**config.mk**
```make
export PLATFORM = sky130hd
export DESIGN_NAME = m4cm_reduce
export DESIGN_NICKNAME = d
export VERILOG_FILES = /design/src/sv/m4cm_pkg.sv /design/src/sv/m4cm_reduce.sv
export SDC_FILE = /design/constraint.sdc
export NUM_CORES = 2
export LEC_CHECK = 0
export ABC_CLOCK_PERIOD_IN_PS = 8300
export BUFFER_PORTS_ARGS = -buffer_cell sky130_fd_sc_hd__buf_2
export CORE_AREA = 2 2 448 450
export CTS_CLUSTER_SIZE = 12
export DETAILED_ROUTE_END_ITERATION = 10
export DIE_AREA = 0 0 450 452
export HOLD_SLACK_MARGIN = 0.05
export PLACE_DENSITY = 0.47
export SYNTH_ARGS = -nofsm -noshare
export SYNTH_HDL_FRONTEND = slang
export SYNTH_SLANG_ARGS = --single-unit
```
**constraint.sdc**
```tcl
create_clock -name clk -period 8.3 [get_ports clk]
set_clock_uncertainty 0.15 [all_clocks]
set_input_delay 0.83 -clock clk [delete_from_list [all_inputs] [get_ports clk]]
set_output_delay 0.83 -clock clk [all_outputs]
set_load 0.02 [all_outputs]
```
**src/sv/m4cm_pkg.sv**
```systemverilog
`timescale 1ns / 1ps
// ----------------------------------------------------------------------------
// m4cm_pkg
// Shared types and constants of the 4x4 column-major Q16.16 matrix multiplier.
// ----------------------------------------------------------------------------
package m4cm_pkg;

    localparam int ELEM_W = 32;
    localparam int PROD_W = 2 * ELEM_W;
    localparam int DIM    = 4;
    localparam int COL_W  = 2;

    localparam logic REQ_LOAD = 1'b0;
    localparam logic REQ_MUL  = 1'b1;

    typedef logic signed [ELEM_W-1:0] m4cm_elem_t;
    typedef logic signed [PROD_W-1:0] m4cm_prod_t;

    typedef struct packed {
        logic             req_type;
        logic [COL_W-1:0] column;
        m4cm_elem_t       elem_row0;
        m4cm_elem_t       elem_row1;
        m4cm_elem_t       elem_row2;
        m4cm_elem_t       elem_row3;
    } m4cm_req_t;

    typedef struct packed {
        logic [COL_W-1:0] result_column;
        m4cm_elem_t       res_row0;
        m4cm_elem_t       res_row1;
        m4cm_elem_t       res_row2;
        m4cm_elem_t       res_row3;
        logic             overflow;
    } m4cm_res_t;

    // valid bit and column index that travel down the pipeline
    typedef struct packed {
        logic             valid;
        logic [COL_W-1:0] column;
    } m4cm_tag_t;

    // per-stage load enables handed to the reduction stages
    typedef struct packed {
        logic ready_s2;
        logic ready_s3;
    } m4cm_hold_t;

endpackage

```
**src/sv/m4cm_reduce.sv**
```systemverilog
`timescale 1ns / 1ps
// ----------------------------------------------------------------------------
// m4cm_reduce
// Second and third pipeline stages: floor the products to the fixed-point
// scale, add them in pairs, then add the pairs and saturate to 32 bits.
// ----------------------------------------------------------------------------
module m4cm_reduce #(
    parameter int FRAC_BITS = 16
) (
    input  logic                 clk,
    input  logic                 rst_n,
    input  m4cm_pkg::m4cm_hold_t hold,
    input  m4cm_pkg::m4cm_tag_t  tag_in,
    input  m4cm_pkg::m4cm_prod_t prod [m4cm_pkg::DIM][m4cm_pkg::DIM],
    output m4cm_pkg::m4cm_tag_t  tag_s2_reg,
    output logic                 res_valid_reg,
    output m4cm_pkg::m4cm_res_t  res_reg
);
    import m4cm_pkg::*;

    localparam int SH_W   = PROD_W - FRAC_BITS;
    localparam int PAIR_W = SH_W + 1;
    localparam int TOT_W  = SH_W + 2;
    localparam logic signed [TOT_W-1:0] SAT_MAX =
        {{(TOT_W-ELEM_W+1){1'b0}}, {(ELEM_W-1){1'b1}}};
    localparam logic signed [TOT_W-1:0] SAT_MIN =
        {{(TOT_W-ELEM_W+1){1'b1}}, {(ELEM_W-1){1'b0}}};

    logic signed [SH_W-1:0]   sh        [DIM][DIM];
    logic signed [PAIR_W-1:0] pair_next [DIM][2];
    logic signed [PAIR_W-1:0] pair_reg  [DIM][2];
    logic signed [TOT_W-1:0]  tot       [DIM];
    m4cm_elem_t               sat       [DIM];
    logic [DIM-1:0]           clip;
    m4cm_res_t                res_next;

    // dropping the low bits of a signed product is a floor division
    always_comb
    begin
        for (int r = 0; r < DIM; r++)
        begin
            for (int k = 0; k < DIM; k++)
            begin
                sh[r][k] = prod[r][k][PROD_W-1:FRAC_BITS];
            end
            pair_next[r][0] = PAIR_W'(sh[r][0]) + PAIR_W'(sh[r][1]);
            pair_next[r][1] = PAIR_W'(sh[r][2]) + PAIR_W'(sh[r][3]);
        end
    end

    always_ff @(posedge clk or negedge rst_n)
    begin
        if (!rst_n)
        begin
            tag_s2_reg <= '0;
        end
        else if (hold.ready_s2)
        begin
            tag_s2_reg <= tag_in;
        end
    end

    always_ff @(posedge clk)
    begin
        if (hold.ready_s2 && tag_in.valid)
        begin
            pair_reg <= pair_next;
        end
    end

    always_comb
    begin
        for (int r = 0; r < DIM; r++)
        begin
            tot[r] = TOT_W'(pair_reg[r][0]) + TOT_W'(pair_reg[r][1]);
            if (tot[r] > SAT_MAX)
            begin
                sat[r]  = SAT_MAX[ELEM_W-1:0];
                clip[r] = 1'b1;
            end
            else if (tot[r] < SAT_MIN)
            begin
                sat[r]  = SAT_MIN[ELEM_W-1:0];
                clip[r] = 1'b1;
            end
            else
            begin
                sat[r]  = tot[r][ELEM_W-1:0];
                clip[r] = 1'b0;
            end
        end
        res_next.result_column = tag_s2_reg.column;
        res_next.res_row0      = sat[0];
        res_next.res_row1      = sat[1];
        res_next.res_row2      = sat[2];
        res_next.res_row3      = sat[3];
        res_next.overflow      = |clip;
    end

    always_ff @(posedge clk or negedge rst_n)
    begin
        if (!rst_n)
        begin
            res_valid_reg <= 1'b0;
        end
        else if (hold.ready_s3)
        begin
            res_valid_reg <= tag_s2_reg.valid;
        end
    end

    always_ff @(posedge clk)
    begin
        if (hold.ready_s3 && tag_s2_reg.valid)
        begin
            res_reg <= res_next;
        end
    end

endmodule

```
==> impl_metrics.json <==
{
  "dieArea_sq_um": 203000,
  "start_kind": "flop",
  "reg2reg_to": "res_reg[0]",
  "r2r_cells": 16,
  "min_path_cells": 2,
  "clkLatencyLatePin_ns": 0.68,
  "slew_headroom": 0.292,
  "critPathTopFamily": "compound AO/OA/AOI/OAI gates",
  "grt_overflow": 0,
  "slowest_delay_ns": 0.85,
  "vdd.ir_drop.worst_v": 0.000132,
  "synthAdderAreaFrac": 0.158,
  "drcViolationCount": 0,
  "hold_viol": 0,
  "grt_use_total": 0.171,
  "cts_tree": "yes",
  "wl_um": 181000,
  "synth-seq-cells": 527,
  "std_cell_rows": 164,
  "cts-buffers-inserted": 71,
  "wl_per_cell_um": 20.8,
  "drv_cap": 0,
  "grt_pass1_vias": 42600,
  "power_w": 0.0114,
  "r2r-start": "pair_reg[245]",
  "cts_sinks": 527,
  "rsz0062_at_grt": "false",
  "io_pins": 1166,
  "cp_max_fo": 32,
  "outcome": "complete, no violations",
  "antenna_found_initial": 26,
  "slowest_stage": "a2111oi_2",
  "cts.clk_slew.worst_paths_ns": 0.05,
  "coreArea_sq_um": 199000,
  "tightestPinTransition_ns": 1.06,
  "synth.net_count": 6735,
  "synth-xor-area-share": 0.0885,
  "worst-setup-path-type": "flop to flop",
  "ys_warn_count": 0,
  "yosys_most_used_dff": "edfxtp_1",
  "synth_top_family_by_area": "compound AO/OA/AOI/OAI gates",
  "power.leakage_nw": 24.6,
  "r2r_slack_ns": 2.58,
  "setup_viol": 0,
  "synth_compound_area_frac": 0.247,
  "max_freq_ghz": 0.175,
  "ant_nets": 0,
  "syn_avg_cell_area_sq_um": 9.29,
  "synth-edff-count": 523,
  "nets": 7624,
  "htree_levels": 3,
  "crit_cells": 16,
  "syn2layout_area_growth_pct": 21.0,
  "fin_crit_sh": 0.689,
  "cts_root_buffer": "clkbuf_16",
  "vias": 42800,
  "cp.arrival_ns": 5.95,
  "gp_congestion": 0.921,
  "cp_common_cell": "a2111oi_2",
  "post_cts_buffers": 0,
  "hp-class": "primary input to flop",
  "crit_chain": "ha_1 -> inv_1 -> fa_1 -> nand2b_1 -> a21oi_2 -> o2111ai_2 -> nand3_1 -> o21ai_1 -> a2111oi_1 -> nor3_1 -> a2111o_1 -> a2111oi_2 -> nand4_1 -> o21a_1 -> a2111oi_2 -> nand4b_1",
  "min_from": "tag_in[1]",
  "io_buffers": 909,
  "cts-resized-gates": 0,
  "synth_area_leader_cell": "edfxtp_1",
  "dpl_cell_area_sq_um": 55000,
  "layout_min_cycle_time_ns": 5.72,
  "fp.dieW_um": 450,
  "grt_max_degree": 141,
  "drt_iter0_markers": 2568,
  "muxShareOfSynthArea": 0.00258,
  "num-fill-cells": 21300,
  "worst_slack_ns": 2.58,
  "firstDrtPassIters": 6,
  "ys_top_cells_by_area": "edfxtp_1, ha_1, xnor2_1",
  "cts_hold_buf": 1,
  "synth_top_area_share": 0.331,
  "synthSimpleGateAreaFrac": 0.146,
  "syn_area_sq_um": 47500,
  "maxSlewViolCount": 0,
  "end_kind": "flop",
  "dp_slack_ns": 2.32,
  "grt_first_pass_wirelength_um": 265000,
  "yosysSeqAreaShare": 0.333,
  "layout-drive-gt1-share": 0.184,
  "finalInstanceArea_sq_um": 57500,
  "min_to": "tag_s2_reg[1]",
  "synth-async-reset-ratio": 0.00759,
  "cellPowerDensity_nw_per_um2": 198,
  "largest_reg_flops": 392,
  "ctsLongestPathBuffers": 3,
  "tns_ns": 0,
  "initial_core_util": 0.239,
  "hold_ws_ns": 0.263,
  "worst-path-buf-inv": 1,
  "synthCells": 5112,
  "dp_hpwl_um": 154000,
  "via_per_inst": 4.90,
  "yosysUniqueCellTypes": 105,
  "worstPathRequired_ns": 8.53,
  "die_h_um": 452
}
power breakdown:
group	total, W	internal, W	switching, W
clock network	0.00320	0.00193	0.00128
registers	0.00352	0.00340	0.000124
logic	0.00466	0.00181	0.00285
worst max-delay path by stage:
stage                   to           from
2_1_floorplan  pair_reg[0]        hold[1]
3_3_place_gp    res_reg[0]  pair_reg[196]
3_5_place_dp    res_reg[0]  pair_reg[245]
4_1_cts         res_reg[0]  pair_reg[245]
5_1_grt         res_reg[0]  pair_reg[196]
6_report        res_reg[0]  pair_reg[245]
synthesized netlist by cell type, drive strengths merged (13+ instances only):
cell	number
a2111oi	16
a211o	17
a211oi	51
a21boi	25
a21o	341
a21oi	535
a221oi	16
a31o	13
a31oi	46
and2	51
and3	76
buf	27
clkbuf	80
edfxtp	523
ha	580
inv	196
nand2	373
nand2b	80
nand3	112
nand4	70
nor2	326
nor2b	92
nor3	92
nor4	14
o2111ai	15
o211ai	44
o21a	79
o21ai	346
o21bai	86
o22ai	13
o31ai	30
or2	23
or3	28
xnor2	308
xor2	172
layout by cell type (no fill, tap or decap), types with 91 or more instances in the layout:
cell type,synthesis,layout
buf_2,14,909
ha_1,580,580
a21oi_1,531,531
edfxtp_1,523,523
nand2_1,372,372
a21o_1,340,340
o21ai_0,328,328
nor2_1,326,326
xnor2_1,308,308
inv_1,196,196
xor2_1,172,172
nand3_1,112,112
nor2b_1,92,92
nor3_1,91,91
per-stage QoR:
step / utilization / std cells
global placement: 0.277 / 8583
global route: 0.289 / 8726
CTS: 0.289 / 8712
detailed placement: 0.277 / 8583
floorplan: - / 5112
finish: 0.289 / 8728
area by class of cell:
class / count / area [sq um] / share of cell area
multi-input cells: 4282 / 30500 / 0.530
flip-flops and latches: 527 / 15800 / 0.275
repair buffers: 923 / 4690 / 0.0817
well taps: 2656 / 3320 / 0.0578
clock buffers: 82 / 1900 / 0.0331
inverters: 196 / 736 / 0.0128
clock inverters: 46 / 490 / 0.00853
diodes: 16 / 40.0 / 0.000697
kinds of logic (layout without fill, tap and decap cells):
family / Yosys count / after routing
compound gates: 1797 / 1797
fa+ha+maj: 592 / 592
other cells: 0 / 16
simple gates: 1402 / 1402
flops: 527 / 527
mux: 11 / 11
xor+xnor: 480 / 480
buf+inv: 303 / 1247
metal layers:
metal / routed length (um) / up-vias / track usage
li1: - / 21100 / -
met4: 7040 / 0 / 0.0717
met5: 0 / - / 0
met3: 9190 / 255 / 0.0307
met1: 75500 / 20300 / 0.202
met2: 89700 / 1094 / 0.305
(Power assumes the default switching activity.)
